`config.mk`:
```
export PLATFORM = sky130hd
export DESIGN_NAME = key_value_table_engine_top
export DESIGN_NICKNAME = d
export VERILOG_FILES = /design/src/sv/kvte_pkg.sv /design/src/sv/key_value_table_engine_top.sv
export SDC_FILE = /design/constraint.sdc
export NUM_CORES = 2
export LEC_CHECK = 0
export BUFFER_PORTS_ARGS = -buffer_cell sky130_fd_sc_hd__buf_2
export CORE_AREA = 2 2 346 348
export DETAILED_ROUTE_END_ITERATION = 7
export DIE_AREA = 0 0 348 350
export HOLD_SLACK_MARGIN = 0.12
export PLACE_DENSITY = 0.66
export SETUP_SLACK_MARGIN = 0.05
export SLEW_MARGIN = 0
export SYNTH_ARGS = -nofsm -noshare
export SYNTH_HDL_FRONTEND = slang
export SYNTH_SLANG_ARGS = --single-unit
```
`constraint.sdc`:
```
create_clock -name clk -period 11.8 [get_ports clk]
set_input_delay 1.77 -clock clk [delete_from_list [all_inputs] [get_ports clk]]
set_output_delay 1.77 -clock clk [all_outputs]
set_load 0.02 [all_outputs]
```
`src/sv/kvte_pkg.sv`:
```
// ----------------------------------------------------------------------------
// kvte_pkg - key/value table engine package
// Table sizes, operation and status codes, request and response item types.
// ----------------------------------------------------------------------------
package kvte_pkg;

	// table geometry
	localparam int DEPTH      = 16;
	localparam int KEY_BITS   = 32;
	localparam int VALUE_BITS = 32;
	localparam int IDX_W      = $clog2(DEPTH);
	localparam int CNT_W      = $clog2(DEPTH + 1);

	// operation codes
	localparam logic [2:0] OP_SET      = 3'd0;
	localparam logic [2:0] OP_LOOKUP   = 3'd1;
	localparam logic [2:0] OP_REM_KEY  = 3'd2;
	localparam logic [2:0] OP_REM_VAL  = 3'd3;
	localparam logic [2:0] OP_KEYS_VAL = 3'd4;
	localparam logic [2:0] OP_SWAP     = 3'd5;
	localparam logic [2:0] OP_CLEAR    = 3'd6;
	localparam logic [2:0] OP_UNUSED   = 3'd7;

	// status codes
	localparam logic [1:0] ST_OK        = 2'd0;
	localparam logic [1:0] ST_NOT_FOUND = 2'd1;
	localparam logic [1:0] ST_FULL      = 2'd2;

	typedef struct packed {
		logic [2:0]            operation;
		logic [KEY_BITS-1:0]   key;
		logic [KEY_BITS-1:0]   second_key;
		logic [VALUE_BITS-1:0] value;
	} req_item_t;

	typedef struct packed {
		logic                  found;
		logic [VALUE_BITS-1:0] value_out;
		logic [KEY_BITS-1:0]   key_out;
		logic [CNT_W-1:0]      entry_total;
		logic [1:0]            status;
		logic                  last;
	} rsp_item_t;

endpackage

```
`src/sv/key_value_table_engine_top.sv`:
```
// Sequence: a result is registered from S_DONE once the scan has walked every entry after its
// request transfer (clear and unused codes skip the walk); keys-with-value lists its keys from
// S_LIST after a counting pass.
// Throughput: one request at a time; the single compare unit walks one entry per clock, and the
// next transfer is taken only once the sequencer is back in idle, later still while a result is
// held by rsp_stall (which also holds the listing pass at each matching entry).
// Reset (arst_n low) empties the table and drops any pending result.
// ----------------------------------------------------------------------------
// key_value_table_engine_top - linear search key/value table
// Insertion-ordered table searched one entry per cycle by a small sequencer.
// Removals compact the table in the same pass as the search.
// ----------------------------------------------------------------------------
module key_value_table_engine_top (
	input  logic                 clk,
	input  logic                 arst_n,
	input  logic                 req_valid,
	output logic                 req_stall,
	input  kvte_pkg::req_item_t  req,
	output logic                 rsp_valid,
	input  logic                 rsp_stall,
	output kvte_pkg::rsp_item_t  rsp
);
	import kvte_pkg::*;

	// sequencer states
	localparam logic [1:0] S_IDLE = 2'd0;
	localparam logic [1:0] S_SCAN = 2'd1;
	localparam logic [1:0] S_LIST = 2'd2;
	localparam logic [1:0] S_DONE = 2'd3;

	logic [1:0]            state_q;
	logic [CNT_W-1:0]      count_q;
	logic [CNT_W-1:0]      idx_q;
	logic [CNT_W-1:0]      w_q;
	logic [CNT_W-1:0]      n_q;
	logic [CNT_W-1:0]      e_q;
	logic                  hit_a_q;
	logic                  hit_b_q;
	logic [IDX_W-1:0]      pa_q;
	logic [IDX_W-1:0]      pb_q;
	logic [VALUE_BITS-1:0] va_q;
	logic [VALUE_BITS-1:0] vb_q;
	req_item_t             op_q;

	// table storage
	logic [KEY_BITS-1:0]   key_store   [DEPTH];
	logic [VALUE_BITS-1:0] value_store [DEPTH];

	logic [KEY_BITS-1:0]   rd_key;
	logic [VALUE_BITS-1:0] rd_val;
	logic                  scan_end;
	logic                  key_hit;
	logic                  key2_hit;
	logic                  val_hit;
	logic                  out_free;
	logic                  accept;

	logic                  kw_en;
	logic                  vw_en;
	logic                  vw2_en;
	logic [IDX_W-1:0]      w_idx;
	logic [IDX_W-1:0]      w2_idx;
	logic [KEY_BITS-1:0]   kw_data;
	logic [VALUE_BITS-1:0] vw_data;
	logic [VALUE_BITS-1:0] vw2_data;

	logic                  rsp_load;
	rsp_item_t             rsp_nxt;

	// shared compare unit on the entry under the scan pointer
	assign rd_key   = key_store[idx_q[IDX_W-1:0]];
	assign rd_val   = value_store[idx_q[IDX_W-1:0]];
	assign scan_end = (idx_q == count_q);
	assign key_hit  = (rd_key == op_q.key);
	assign key2_hit = (rd_key == op_q.second_key);
	assign val_hit  = (rd_val == op_q.value);

	assign out_free  = !rsp_valid || !rsp_stall;
	assign req_stall = (state_q != S_IDLE);
	assign accept    = req_valid && !req_stall;

	// table write decode: compaction during scan, update at the end
	always_comb begin
		kw_en    = 1'b0;
		vw_en    = 1'b0;
		vw2_en   = 1'b0;
		w_idx    = w_q[IDX_W-1:0];
		w2_idx   = pb_q;
		kw_data  = rd_key;
		vw_data  = rd_val;
		vw2_data = va_q;
		case (state_q)
			S_SCAN: begin
				if (!scan_end && ((op_q.operation == OP_REM_KEY && !key_hit) ||
				                  (op_q.operation == OP_REM_VAL && !val_hit))) begin
					kw_en = 1'b1;
					vw_en = 1'b1;
				end
			end
			S_DONE: begin
				if (out_free && op_q.operation == OP_SET) begin
					if (hit_a_q) begin
						vw_en   = 1'b1;
						w_idx   = pa_q;
						vw_data = op_q.value;
					end else if (count_q < CNT_W'(DEPTH)) begin
						kw_en   = 1'b1;
						vw_en   = 1'b1;
						w_idx   = count_q[IDX_W-1:0];
						kw_data = op_q.key;
						vw_data = op_q.value;
					end
				end else if (out_free && op_q.operation == OP_SWAP &&
				             hit_a_q && hit_b_q) begin
					vw_en   = 1'b1;
					w_idx   = pa_q;
					vw_data = vb_q;
					vw2_en  = 1'b1;
				end
			end
			default: begin
			end
		endcase
	end

	always_ff @(posedge clk) begin
		if (kw_en) begin
			key_store[w_idx] <= kw_data;
		end
		if (vw_en) begin
			value_store[w_idx] <= vw_data;
		end
		if (vw2_en) begin
			value_store[w2_idx] <= vw2_data;
		end
	end

	// result build
	always_comb begin
		rsp_load    = 1'b0;
		rsp_nxt     = '0;
		rsp_nxt.entry_total = count_q;
		rsp_nxt.last        = 1'b1;
		case (state_q)
			S_LIST: begin
				rsp_load            = val_hit && out_free;
				rsp_nxt.found       = 1'b1;
				rsp_nxt.key_out     = rd_key;
				rsp_nxt.entry_total = n_q;
				rsp_nxt.last        = (e_q + CNT_W'(1) == n_q);
			end
			S_DONE: begin
				rsp_load = out_free;
				case (op_q.operation)
					OP_SET: begin
						if (hit_a_q) begin
							rsp_nxt.found = 1'b1;
						end else if (count_q < CNT_W'(DEPTH)) begin
							rsp_nxt.entry_total = count_q + CNT_W'(1);
						end else begin
							rsp_nxt.status = ST_FULL;
						end
					end
					OP_LOOKUP: begin
						rsp_nxt.found     = hit_a_q;
						rsp_nxt.value_out = hit_a_q ? va_q : '0;
						rsp_nxt.status    = hit_a_q ? ST_OK : ST_NOT_FOUND;
					end
					OP_REM_KEY, OP_REM_VAL: begin
						rsp_nxt.found  = hit_a_q;
						rsp_nxt.status = hit_a_q ? ST_OK : ST_NOT_FOUND;
						if (hit_a_q) begin
							rsp_nxt.entry_total = w_q;
						end
					end
					OP_KEYS_VAL: begin
						// only reached when nothing matched
						rsp_nxt.entry_total = '0;
						rsp_nxt.status      = ST_NOT_FOUND;
					end
					OP_SWAP: begin
						rsp_nxt.found  = hit_a_q && hit_b_q;
						rsp_nxt.status = (hit_a_q && hit_b_q) ? ST_OK : ST_NOT_FOUND;
					end
					OP_CLEAR: begin
						rsp_nxt.entry_total = '0;
					end
					default: begin
					end
				endcase
			end
			default: begin
			end
		endcase
	end

	// sequencer and control state
	always_ff @(posedge clk or negedge arst_n) begin
		if (!arst_n) begin
			state_q   <= S_IDLE;
			count_q   <= '0;
			idx_q     <= '0;
			w_q       <= '0;
			n_q       <= '0;
			e_q       <= '0;
			hit_a_q   <= 1'b0;
			hit_b_q   <= 1'b0;
			rsp_valid <= 1'b0;
		end else begin
			if (rsp_load) begin
				rsp_valid <= 1'b1;
			end else if (!rsp_stall) begin
				rsp_valid <= 1'b0;
			end
			case (state_q)
				S_IDLE: begin
					if (accept) begin
						idx_q   <= '0;
						w_q     <= '0;
						n_q     <= '0;
						e_q     <= '0;
						hit_a_q <= 1'b0;
						hit_b_q <= 1'b0;
						state_q <= S_SCAN;
					end
				end
				S_SCAN: begin
					if (scan_end || op_q.operation == OP_CLEAR ||
					    op_q.operation == OP_UNUSED) begin
						idx_q <= '0;
						if (op_q.operation == OP_KEYS_VAL && n_q != '0) begin
							state_q <= S_LIST;
						end else begin
							state_q <= S_DONE;
						end
					end else begin
						idx_q <= idx_q + CNT_W'(1);
						case (op_q.operation)
							OP_SET, OP_LOOKUP: begin
								if (key_hit) begin
									hit_a_q <= 1'b1;
								end
							end
							OP_REM_KEY: begin
								if (key_hit) begin
									hit_a_q <= 1'b1;
								end else begin
									w_q <= w_q + CNT_W'(1);
								end
							end
							OP_REM_VAL: begin
								if (val_hit) begin
									hit_a_q <= 1'b1;
								end else begin
									w_q <= w_q + CNT_W'(1);
								end
							end
							OP_KEYS_VAL: begin
								if (val_hit) begin
									n_q <= n_q + CNT_W'(1);
								end
							end
							OP_SWAP: begin
								if (key_hit) begin
									hit_a_q <= 1'b1;
								end
								if (key2_hit) begin
									hit_b_q <= 1'b1;
								end
							end
							default: begin
							end
						endcase
					end
				end
				S_LIST: begin
					// one matching key per transfer, stepping past a match only when it is taken
					if (!val_hit) begin
						idx_q <= idx_q + CNT_W'(1);
					end else if (out_free) begin
						idx_q <= idx_q + CNT_W'(1);
						e_q   <= e_q + CNT_W'(1);
						if (e_q + CNT_W'(1) == n_q) begin
							state_q <= S_IDLE;
						end
					end
				end
				S_DONE: begin
					if (out_free) begin
						state_q <= S_IDLE;
						case (op_q.operation)
							OP_SET: begin
								if (!hit_a_q && count_q < CNT_W'(DEPTH)) begin
									count_q <= count_q + CNT_W'(1);
								end
							end
							OP_REM_KEY, OP_REM_VAL: begin
								if (hit_a_q) begin
									count_q <= w_q;
								end
							end
							OP_CLEAR: begin
								count_q <= '0;
							end
							default: begin
							end
						endcase
					end
				end
				default: begin
					state_q <= S_IDLE;
				end
			endcase
		end
	end

	// request capture, match positions and result register
	always_ff @(posedge clk) begin
		if (accept) begin
			op_q <= req;
		end
		if (state_q == S_SCAN && !scan_end && key_hit) begin
			pa_q <= idx_q[IDX_W-1:0];
			va_q <= rd_val;
		end
		if (state_q == S_SCAN && !scan_end && key2_hit) begin
			pb_q <= idx_q[IDX_W-1:0];
			vb_q <= rd_val;
		end
		if (rsp_load) begin
			rsp <= rsp_nxt;
		end
	end

endmodule
```
==> reports/qor.csv <==
metric,value,unit
outcome,completed,
Post-CTS Setup Bufs,0,
"Hold-fix buffers, CTS",0,
"Max stage delay cell, worst path",a21oi_4,
minimum clock period,7.470,ns
Seq cells post-synth,1298,
Worst-Skew Late Latency,0.77,ns
routed vias/inst,6.347,
Final Net Count,4409,
CTS tree,yes,
first-pass GRT wire length,254.4,mm
Tot GR Track Use,28.79,%
Area after DPL,0.06133,mm^2
post_cts resized,0,
CP required,12.19,ns
final number of hold-violating endpoints,0,
Final Cell Area,0.06562,mm^2
die extent in x,348,um
Root Buffer,clkbuf_16,
Fin Setup TNS,0,ns
"Arr. time, crit path",7.86,ns
Gate Count Post-Synth,4217,
Netlist Area Pre-Place,0.05869,mm^2
WL final,176.1,mm
Clk pwr share,32.6,%
# fillers,9341,
f_max,133.9,MHz
Relative slew margins,7.504,%
"Distinct cells, synth",86,
yosys warns,0,
worst-path maximum fanout,48,
Vias,37707,
Worst Max-Slew Pin Slew,1.387,ns
GP Congestion,0.8609,
"Reg clk slew, reported paths",0.06,ns
syn_nets,4331,
WP depth,12,
H-tree levels,4,
Sw Ratio,29.67,%
RSZ-0062 raised after global routing,no,
Setup-failing EPs final,0,
initial antenna violation count,1,
Peak VDD IR,157.2,uV
"EDFF count, synth",1268,
hpwl dp,99.45,mm
Reg power frac,46.0,%
crit-path cells,buf_4 -> buf_4 -> or2_2 -> o22ai_1 -> or3_1 -> a211oi_1 -> a31oi_1 -> a211o_1 -> or3_1 -> or2_2 -> a21oi_4 -> buf_4,
Startpoint Class,flop,
count of final max-slew check failures,0,
Iter 0 DRT Violations,5100,
share of cells above drive strength 1,19.57,%
Lkg Pwr,21.84,nW
Worst Hold Path Cells,1,
Clock Path Buffers,3,
fin crit share,63.30,%
Crit Path Category,flop to flop,
delay of the slowest cell on the worst path,0.90,ns
Combinational Power Share,21.4,%
Reg2Reg Depth,12,
die height,350,um
Area Growth Syn to Fin,11.79,%
sw power,3.815,mW
DR WL/cell,29.64,um
"delay-heaviest family, CP",buffers and inverters,
Port Buffer Count,177,
Cell Rows,126,
Crit path buffers/inverters,3,
clock buffer count from CTS,138,
Routed Antenna Nets,0,
internal power,9.045,mW
"Seq/Total Area, Yosys",66.15,%
full die area,0.1218,mm^2
Synth Flop Type,edfxtp_1,
CP endpoint kind,flop,
Post-route DRC,0,
Synth async-reset ratio,2.311,%
I/O pin count,178,
pwr dens,196.0,mW/mm^2
Worst Hold Class,flop to flop,
number of global-route vias before repair,36399,
Initial Utilization,49.84,%
core area,0.1178,mm^2
drt pass-1 iters,5,
"Top cell by count, worst path",buf_4,
Worst Skew,0.03202,ns
total congestion overflow,0,
Max Cap Violations,0,
Sink Count,1298,
Avg Inst Size Synth,13.92,um^2
largest net degree at the start of global routing,122,
## synthesized netlist by cell type, drive strengths merged (17+ instances only)
library cell,instances,share of area (%)
xnor2,79,1.2
nor2b,18,0.19
and3,17,0.18
nand4,22,0.23
edfxtp,1268,65
nand3,53,0.45
nor2,597,3.8
a21oi,507,4.3
and2,65,0.69
inv,25,0.16
xor2,41,0.61
nand2,183,1.2
o21ai,84,0.72
mux2,121,2.3
nor3,31,0.26
clkbuf,229,1.5
dfrtp,30,1.3
buf,125,1.1
mux4,175,6.7
a22oi,86,1.1
o22ai,30,0.32
mux2i,224,3.8
## cells by family after synthesis
logic type	count (synthesis)	synth area share [%]
flops	1298	66.15
simple gates	1058	7.879
compound gates	828	8.297
mux	520	12.86
buf+inv	382	2.790
xor+xnor	120	1.791
fa+ha+maj	11	0.2345
## per-layer routing
| metal | vias to the layer above | track usage [%] | routed length (um) |
|---|---|---|---|
| li1 | 16153 | - | - |
| met2 | 2225 | 46.69 | 84340 |
| met5 | - | 0 | 0 |
| met4 | 0 | 12.16 | 7091 |
| met3 | 400 | 5.135 | 16850 |
| met1 | 18929 | 38.49 | 67800 |
## worst paths after layout
kind	from	to	slack (ns)
setup / recovery	idx_q[3]	rsp[50]	4.33
hold / removal	idx_q[4]	idx_q[4]	0.58
setup reg to reg	idx_q[3]	rsp[50]	4.33
hold reg to reg	idx_q[4]	idx_q[4]	0.58
max in group asynchronous	arst_n	idx_q[0]	10.16
min in group asynchronous	arst_n	e_q[2]	1.07
## registers in the layout, summed over array words and instances, names as in the netlist, 32 cells and up
signal,cells
op_q,99
va_q,32
rsp,73
vb_q,32
key_store,512
value_store,512
## cell usage in the layout, fill, tap and decap left out, drive strengths merged, types with 15 or more instances in the layout
| cell type | netlist | routed |
|---|---|---|
| nor2b | 18 | 18 |
| edfxtp | 1268 | 1268 |
| o21ai | 84 | 84 |
| nor2 | 597 | 597 |
| mux2 | 121 | 121 |
| nor4 | 15 | 15 |
| xor2 | 41 | 41 |
| a22oi | 86 | 86 |
| inv | 25 | 34 |
| and2 | 65 | 65 |
| mux2i | 224 | 224 |
| and3 | 17 | 17 |
| xnor2 | 79 | 79 |
| nand2 | 183 | 183 |
| buf | 125 | 292 |
| clkinv | 3 | 57 |
| nor3 | 31 | 31 |
| nand3 | 53 | 53 |
| a21oi | 507 | 507 |
| nand4 | 22 | 22 |
| dfrtp | 30 | 30 |
| o22ai | 30 | 30 |
| clkbuf | 229 | 174 |
| mux4 | 175 | 175 |
## per-stage QoR
step / hold WS (ns) / util [%] / total power [mW] / instances / setup WS (ns)
after global placement: 0.5432 / 52.08 / 8.668 / 5691 / 4.262
after CTS: 0.5734 / 55.71 / 12.88 / 5940 / 4.296
after detailed placement: 0.5409 / 52.08 / 8.722 / 5691 / 4.335
final: 0.5818 / 55.72 / 12.86 / 5941 / 4.330
after floorplan: 0.4368 / - / 7.755 / 4217 / 4.136
after global routing: 0.5768 / 55.71 / 13.31 / 5940 / 4.020
## power groups by stage
stage	registers (mW)	clock network, mW	logic (mW)
after floorplan	6.04	0	1.72
after global placement	6.00	0	2.67
after detailed placement	6.01	0	2.72
after CTS	5.91	4.24	2.73
after global routing	5.94	4.41	2.96
final	5.92	4.19	2.75
## cell type report
cell class,instances,area [um^2],area share (%)
Antenna cell,1,2.502,0.003814
Clock buffer,174,3652,5.566
Clock inverter,75,628.1,0.9572
Inverter,28,110.1,0.1678
Multi-Input combinational cell,2537,18680,28.48
Sequential cell,1298,38840,59.20
Tap cell,1536,1922,2.929
Timing Repair Buffer,292,1774,2.704
No activity file was read; power rests on OpenSTA's default activity.
